**src/sv/bdis_pkg.sv**
```systemverilog
`default_nettype none
package bdis_pkg;

   typedef struct packed {
      logic [11:0] sample_code;
      logic [47:0] timestamp_ns;
      logic        last;
   } req_payload_type;

   typedef struct packed {
      logic [9:0]  dip_count;
      logic [47:0] shortest_gap;
      logic [47:0] longest_gap;
      logic [47:0] mean_interval;
      logic [11:0] min_sample;
      logic [11:0] max_sample;
      logic [27:0] average_level;
   } rsp_payload_type;

   localparam logic [1:0] CSR_DIP_THRESHOLD  = 2'd0;
   localparam logic [1:0] CSR_RELEASE_MARGIN = 2'd1;
   localparam logic [1:0] CSR_EMA_ALPHA      = 2'd2;

   localparam logic [11:0] DIP_THRESHOLD_RESET  = 12'd228;
   localparam logic [11:0] RELEASE_MARGIN_RESET = 12'd68;
   localparam logic [15:0] EMA_ALPHA_RESET      = 16'd66;

   // controller to datapath
   typedef struct packed {
      logic load;       // capture accepted transaction and update stats
      logic ema_apply;  // apply registered average product
      logic scan_start; // clear scan counters, issue first read
      logic scan_step;  // evaluate one read sample, issue next read
      logic div_start;  // start mean division
      logic rsp_load;   // capture result
   } bdis_cmd_type;

   // datapath to controller
   typedef struct packed {
      logic stored;     // the loaded sample was kept
      logic last;       // the loaded sample closes the batch
      logic scan_done;  // no stored sample is left to evaluate
      logic div_busy;
   } bdis_sts_type;

endpackage
`default_nettype wire

```
**src/sv/bdis_ctrl.sv**
```systemverilog
`default_nettype none
module bdis_ctrl (
   input  wire logic                  clock,
   input  wire logic                  reset,
   input  wire logic                  req_valid,
   output logic                       req_stall,
   output logic                       rsp_valid,
   input  wire logic                  rsp_stall,
   input  wire bdis_pkg::bdis_sts_type sts,
   output bdis_pkg::bdis_cmd_type     cmd
);
   import bdis_pkg::*;

   typedef enum logic [2:0] {
      IDLE, EMA, SCAN0, SCAN, DIV, DIVWAIT
   } state_type;

   state_type state_ff;
   logic      rsp_valid_ff;
   logic      rsp_valid_in;
   logic      busy_ok;

   assign rsp_valid = rsp_valid_ff;
   assign busy_ok   = (state_ff == IDLE);
   assign req_stall = !busy_ok;

   always_comb begin
      cmd = '0;
      cmd.load = busy_ok && req_valid;
      unique case (state_ff)
         EMA:     cmd.ema_apply = sts.stored;
         SCAN0:   cmd.scan_start = 1'b1;
         SCAN:    cmd.scan_step = 1'b1;
         DIV:     cmd.div_start = 1'b1;
         DIVWAIT: cmd.rsp_load = !sts.div_busy && !(rsp_valid_ff && rsp_stall);
         default: ;
      endcase
   end

   // hold a stalled result, raise valid on a new one
   assign rsp_valid_in = cmd.rsp_load || (rsp_valid_ff && rsp_stall);

   // sequence one transaction: load, average, then scan and divide on last
   always_ff @(posedge clock) begin
      if (reset) begin
         state_ff     <= IDLE;
         rsp_valid_ff <= 1'b0;
      end else begin
         rsp_valid_ff <= rsp_valid_in;
         unique case (state_ff)
            IDLE:    if (req_valid) state_ff <= EMA;
            EMA:     state_ff <= sts.last ? SCAN0 : IDLE;
            SCAN0:   state_ff <= SCAN;
            SCAN:    if (sts.scan_done) state_ff <= DIV;
            DIV:     state_ff <= DIVWAIT;
            DIVWAIT: if (cmd.rsp_load) state_ff <= IDLE;
            default: state_ff <= IDLE;
         endcase
      end
   end
endmodule
`default_nettype wire

```
**config.mk**
```make
export PLATFORM = sky130hd
export DESIGN_NAME = bdis_ctrl
export DESIGN_NICKNAME = d
export VERILOG_FILES = /design/src/sv/bdis_pkg.sv /design/src/sv/bdis_ctrl.sv
export SDC_FILE = /design/constraint.sdc
export NUM_CORES = 1
export LEC_CHECK = 0
export ABC_AREA = 1
export BUFFER_PORTS_ARGS = -buffer_cell sky130_fd_sc_hd__buf_2
export CORE_AREA = 4 4 41 43
export DETAILED_ROUTE_END_ITERATION = 16
export DIE_AREA = 0 0 45 47
export PLACE_DENSITY_LB_ADDON = 0.12
export RECOVER_POWER = 50
export REMOVE_ABC_BUFFERS = 1
export SYNTH_ARGS = -nofsm -noshare
export SYNTH_HDL_FRONTEND = slang
export SYNTH_SLANG_ARGS = --single-unit
```
**constraint.sdc**
```tcl
create_clock -name clock -period 1.47 [get_ports clock]
set_input_delay 0.0735 -clock clock [delete_from_list [all_inputs] [get_ports clock]]
set_output_delay 0.0735 -clock clock [all_outputs]
set_load 0.005 [all_outputs]
```
==> results of run 1 <==
worst max-delay path: stages (launching register included):
cell and delay, ns:
dfxtp_1 0.48, inv_2 0.11, nor3_1 0.26, buf_2 0.16
cell type report:
type                       instances  area (um^2)  area share [%]
multi-input combinational         32          141            37.8
sequential                         4         80.1            21.4
timing repair buffer              15         73.8            19.7
inverter                          10         37.5            10.0
clock buffer                       3         22.5            6.02
tap                               15         18.8            5.02
metal layers:
metal	routed length, um	GRT usage [%]	vias to the layer above
met5	0	0	-
li1	-	-	179
met2	339	10.7	6
met4	0	7.02	0
met3	35	1.15	0
met1	327	9.55	141
worst max-delay path by stage:
stage | startpoint | endpoint | slack, ns | cells past startpoint
global placement | state_ff[2] | state_ff[2] | 0.35 | 6
finish | state_ff[2] | cmd[0] | 0.16 | 3
detailed placement | state_ff[2] | state_ff[2] | 0.36 | 6
global route | state_ff[2] | cmd[0] | 0.04 | 3
CTS | state_ff[2] | cmd[0] | 0.18 | 3
floorplan | state_ff[0] | state_ff[2] | 0.52 | 7
sequential cells by signal, indices dropped and copies added, names as in the netlist:
| name | cells |
|---|---|
| state_ff | 3 |
| rsp_valid | 1 |
report_power, final:
group / internal (mW) / switching (mW) / total [mW]
clock network: 0.0910 / 0.0398 / 0.131
registers: 0.124 / 0.0277 / 0.152
logic: 0.0610 / 0.0772 / 0.138
total: 0.276 / 0.145 / 0.421
layout by cell type (no fill, tap or decap), drive strengths merged:
cell and instances:
buf 14, nand2 11, inv 10, nor2 8
a21oi 5, nand3 5, dfxtp 4, clkbuf 4
nor3 2, nor3b 1
stage by stage:
step	power, mW	utilization, %	instance area, um^2	hold slack (ns)	cells
after floorplan	0.239	-	267	0.143	46
after global placement	0.298	27.7	360	0.297	76
after detailed placement	0.297	27.7	360	0.290	76
after CTS	0.435	29.4	383	0.0413	79
after global routing	0.461	28.7	374	0.0608	79
final	0.421	28.7	374	0.0474	79
cell families (layout without fill, tap and decap cells):
group,after synthesis,in the layout,share of synthesized area [%]
and+or+nand+nor,27,27,44.6
buffers and inverters,11,28,17.6
AOI/OAI and AO/OA,5,5,9.01
DFF,4,4,28.8
==> impl_metrics.ini, run 1 <==
[outcome]
status = finished, final reports clean

[cts]
cts_buffers = 3
clock-sinks = 4
ctsHoldBuffers = 0
post_cts_buffers = 0
cts.path.max_buffers = 2
cts.clk_slew.worst_paths_ns = 0.04
cts_resized = 0
clk_latency_ns = 0.23
root_buffer = clkbuf_4
cts_htree_levels = 1
cts_tree = built

[power]
p_leak_nw = 0.229
vdd_drop_max_v = 0.000616
power_density_nw_per_um2 = 1120

[route]
routedWlPerCell_um = 8.89
drc_errors = 0
drt_pre_antenna_iters = 3
drt_iter0_drc = 4
antenna_left = 0
dr_total_vias = 326
avgViaCountPerCell = 4.13
drt_wl_total_um = 702

[timing]
finalClockSkew_ns = 0.00346
fin_ws_ns = 0.160
slew_headroom_pct = 79.8
slew_violations = 0
worst_pin_slew_ns = 0.303
min_period_ns = 1.31
setup_tns_ns = 0
finalSetupViolations = 0
rsz0062_at_grt = no
hold_violations = 0
max_clock_freq_ghz = 0.763
post-route-period-util_pct = 89.1

[worst_setup_path]
cp.required_ns = 1.40
rrSetupSlack_ns = 0.38
path_max_fanout = 8
timing.rr.end = state_ff[2]
cp.arrival_ns = 1.24
r2r-start = state_ff[2]
startpoint_type = register
worstSetupPathType = register to primary output
rr_worst_depth = 6
end_kind = primary output

[finish]
area_growth_syn_to_layout_pct = 34.7
finalNetCount = 74
final_layout_size_suffix_gt1_share_pct = 29.7
n_fill_cell = 161
antenna_cells = 0

[floorplanning]
fp.dieW_um = 45
die_area_um2 = 2120
die_y_um = 47
num_rows = 13
boundaryPins = 16
start_util_pct = 21.3
core_um2 = 1300

[synthesis]
synth_edf_count = 0
yosysMostFrequentCell = nand2_1
synth_cell_types = 13
async_flop_share_pct = 0
yosysTopAreaCellShare_pct = 28.8
synth_area_leader_cell = dfxtp_1
synth_commonest_cells = nand2_1 (10), inv_1 (9), nor2_1 (7), a21oi_1 (5), nand3_1 (5)
netlist_area_um2 = 278
seq_area_frac_synth_pct = 28.8
syn_inst = 47
syn_avg_cell_area_um2 = 5.91
yosys-top-cells-area = dfxtp_1 (29%), nand2_1 (14%), inv_1 (12%), nor2_1 (9.5%), a21oi_1 (9.0%)
ys_dominant_reg_cell = dfxtp_1
ys_ff_latch = 4
ys.warnings.count = 0

[min_path]
holdPathStages = 2
hold_start = reset
hp-class = input pin to register
min_to = rsp_valid

[place]
gp_congestion = 0.710
portBuffers = 15
dp_slack_ns = 0.355
dp_hpwl_um = 573

[global_routing]
grt_pass1_wl_um = 1130
grtUsageTotal_pct = 7.50
grt_pass1_vias = 299
grt_overflow = 0
grt_max_degree = 9
antenna_found_initial = 0

[flow_run]
cap_violations = 0
(Power assumes the default switching activity.)
==> run 2, diff against run 1 <==
--- a/config.mk
+++ b/config.mk
@@ -5,7 +5,6 @@
 export SDC_FILE = /design/constraint.sdc
 export NUM_CORES = 1
 export LEC_CHECK = 0
-export ABC_AREA = 1
 export BUFFER_PORTS_ARGS = -buffer_cell sky130_fd_sc_hd__buf_2
 export CORE_AREA = 4 4 41 43
 export DETAILED_ROUTE_END_ITERATION = 16
==> run 2 against run 1 <==
Effect of this change: clock power about the same; clock-buffer cell count did not move; critical path depth increased by 1; fmax up 0.17%; total power fell by 10%; wire length shrank 2.8%; first-iteration DRC count grew 25%; design area decreased by 2.3%; non-clock buffer count unchanged; combinational power fell by 30%; hold slack better by 0.0083 ns.
==> impl_metrics.ini, run 2 <==
[power]
power_density_nw_per_um2 = 1040
vdd_drop_max_v = 0.000340
p_sw_mw = 0.110
internal_power_mw = 0.268
p_sw_share_pct = 29.2
clkPwrFrac_pct = 35.2
pwr-share-comb_pct = 25.5
seqPwrFrac_pct = 39.3
p_leak_nw = 0.175

[timing]
setup_tns_ns = 0
holdWs_ns = 0.0557
hold_violations = 0
finalClockSkew_ns = 0.00101
rsz0062_at_grt = no
min_period_ns = 1.31
worst_pin_slew_ns = 0.450
slew_violations = 0
post-route-period-util_pct = 89.0
max_clock_freq_ghz = 0.765
finalSetupViolations = 0
slew_headroom_pct = 69.7

[cts]
cts.path.max_buffers = 2
cts_htree_levels = 1
cts.clk_slew.worst_paths_ns = 0.04
root_buffer = clkbuf_4
cts_tree = built
clock-sinks = 4
clk_latency_ns = 0.23
post_cts_buffers = 0
cts_buffers = 3

[min_path]
hp-class = input pin to register
hold_start = reset

[synthesis]
synth_area_leader_cell = dfxtp_1
async_flop_share_pct = 0
ys_ff_latch = 4
yosysMostFrequentCell = a21oi_1
netlist_area_um2 = 262
ys.warnings.count = 0
synth_cell_types = 18
synth_edf_count = 0
yosys-top-cells-area = dfxtp_1 (31%), a21oi_1 (9.6%), nand2b_1 (7.2%), and3b_1 (6.7%), o21a_1 (5.7%)
synth_commonest_cells = a21oi_1 (5), dfxtp_1 (4), nand2b_1 (3), nor2_1 (3)
syn_inst = 34
yosysTopAreaCellShare_pct = 30.6
syn_avg_cell_area_um2 = 7.69
ys_dominant_reg_cell = dfxtp_1
seq_area_frac_synth_pct = 30.6

[finish]
final_common_cell = buf_2
final_layout_size_suffix_gt1_share_pct = 36.0
antenna_cells = 0
largest_reg_flops = 3
final_cell_mix = buf_2 (13), a21oi_1 (5)
stdcell_count = 65
area_growth_syn_to_layout_pct = 39.7
finalNetCount = 60
top_register = state_ff

[global_routing]
antenna_found_initial = 0
grt_pass1_vias = 267
grt_max_degree = 13
grt_pass1_wl_um = 1140
grtUsageTotal_pct = 7.82
grt_overflow = 0

[floorplanning]
boundaryPins = 16
start_util_pct = 20.1
fp.dieW_um = 45
die_y_um = 47
die_area_um2 = 2120
num_rows = 13
core_um2 = 1300

[outcome]
status = finished, final reports clean

[route]
drt_wl_total_um = 682
drt_iter0_drc = 5
drt_pre_antenna_iters = 4
dr_total_vias = 302
routedWlPerCell_um = 10.5
antenna_left = 0
drc_errors = 0
avgViaCountPerCell = 4.65

[worst_setup_path]
crit_path_start = state_ff[1]
cp.arrival_ns = 1.23
cp.required_ns = 1.40
startpoint_type = register
r2r-start = state_ff[2]
end_kind = primary output
path_max_fanout = 11
worstSetupPathType = register to primary output

[flow_run]
cap_violations = 0

[place]
placedCellCount = 62
portBuffers = 15
gp_congestion = 0.697
==> run 2: cell types whose count changed in the layout (fill, tap and decap cells not counted), sizes merged, moves of 2 or more <==
cell / previous run / this run
nor4: 0 / 2
o21a: 0 / 2
nor2: 8 / 3
nand3: 5 / 0
nand2: 11 / 2
and3b: 0 / 2
nand2b: 0 / 3
inv: 10 / 1
==> run 2: final cells by class <==
| cell class | instances | area (um^2) |
|---|---|---|
| sequential | 4 | 81.3 |
| fill | 153 | 936 |
| timing repair buffer | 15 | 72.6 |
| inverter | 1 | 3.75 |
| clock buffer | 3 | 22.5 |
| multi-input combinational | 27 | 166 |
| tap | 15 | 18.8 |
==> run 2: path summary, 6_finish.rpt <==
check / to / slack (ns) / depth (start not counted)
max: cmd[0] / 0.16 / 4
min: rsp_valid / 0.06 / 2
max reg2reg: state_ff[2] / 0.29 / 3
min reg2reg: rsp_valid / 0.51 / 2
==> run 2: critical path, cell delays in order (launching register included) <==
cell,delay [ns]
dfxtp_1,0.39
nand2b_1,0.21
nand2b_1,0.17
a21oi_1,0.11
buf_2,0.12
==> run 2: kinds of logic after synthesis <==
logic type,count (synthesis),synth area share (%)
simple gates,20,48.3
compound gates,7,15.3
flops,4,30.6
buf+inv,3,5.74
==> run 2: timing repair <==
action,in CTS,in global routing
resized for setup,0,1
hold endpoints to repair,0,0
endpoints found under the setup margin,0,1
hold buffers,0,0
==> run 2: per-layer routing <==
metal / vias up / GRT usage, % / wire length, um
li1: 159 / - / -
met1: 128 / 8.41 / 324
met2: 15 / 11.9 / 293
met3: 0 / 4.21 / 64
met4: 0 / 5.26 / 0
met5: - / 0 / 0
==> run 2: through the flow <==
step | worst slack (ns) | power, mW | util (%) | cell area (um^2)
floorplan | 0.371 | 0.201 | - | 250
global placement | 0.265 | 0.250 | 26.4 | 344
detailed placement | 0.265 | 0.247 | 26.4 | 344
CTS | 0.0891 | 0.388 | 28.2 | 367
global route | 0.0513 | 0.418 | 28.1 | 365
finish | 0.162 | 0.378 | 28.1 | 365
==> run 2: power by group through the flow <==
stage                     clock network, mW  registers, mW  logic (mW)
after floorplan                           0          0.140      0.0608
after global placement                    0          0.150      0.0994
after detailed placement                  0          0.149      0.0979
after CTS                             0.142          0.148      0.0988
after global routing                  0.154          0.155       0.110
final                                 0.133          0.149      0.0965
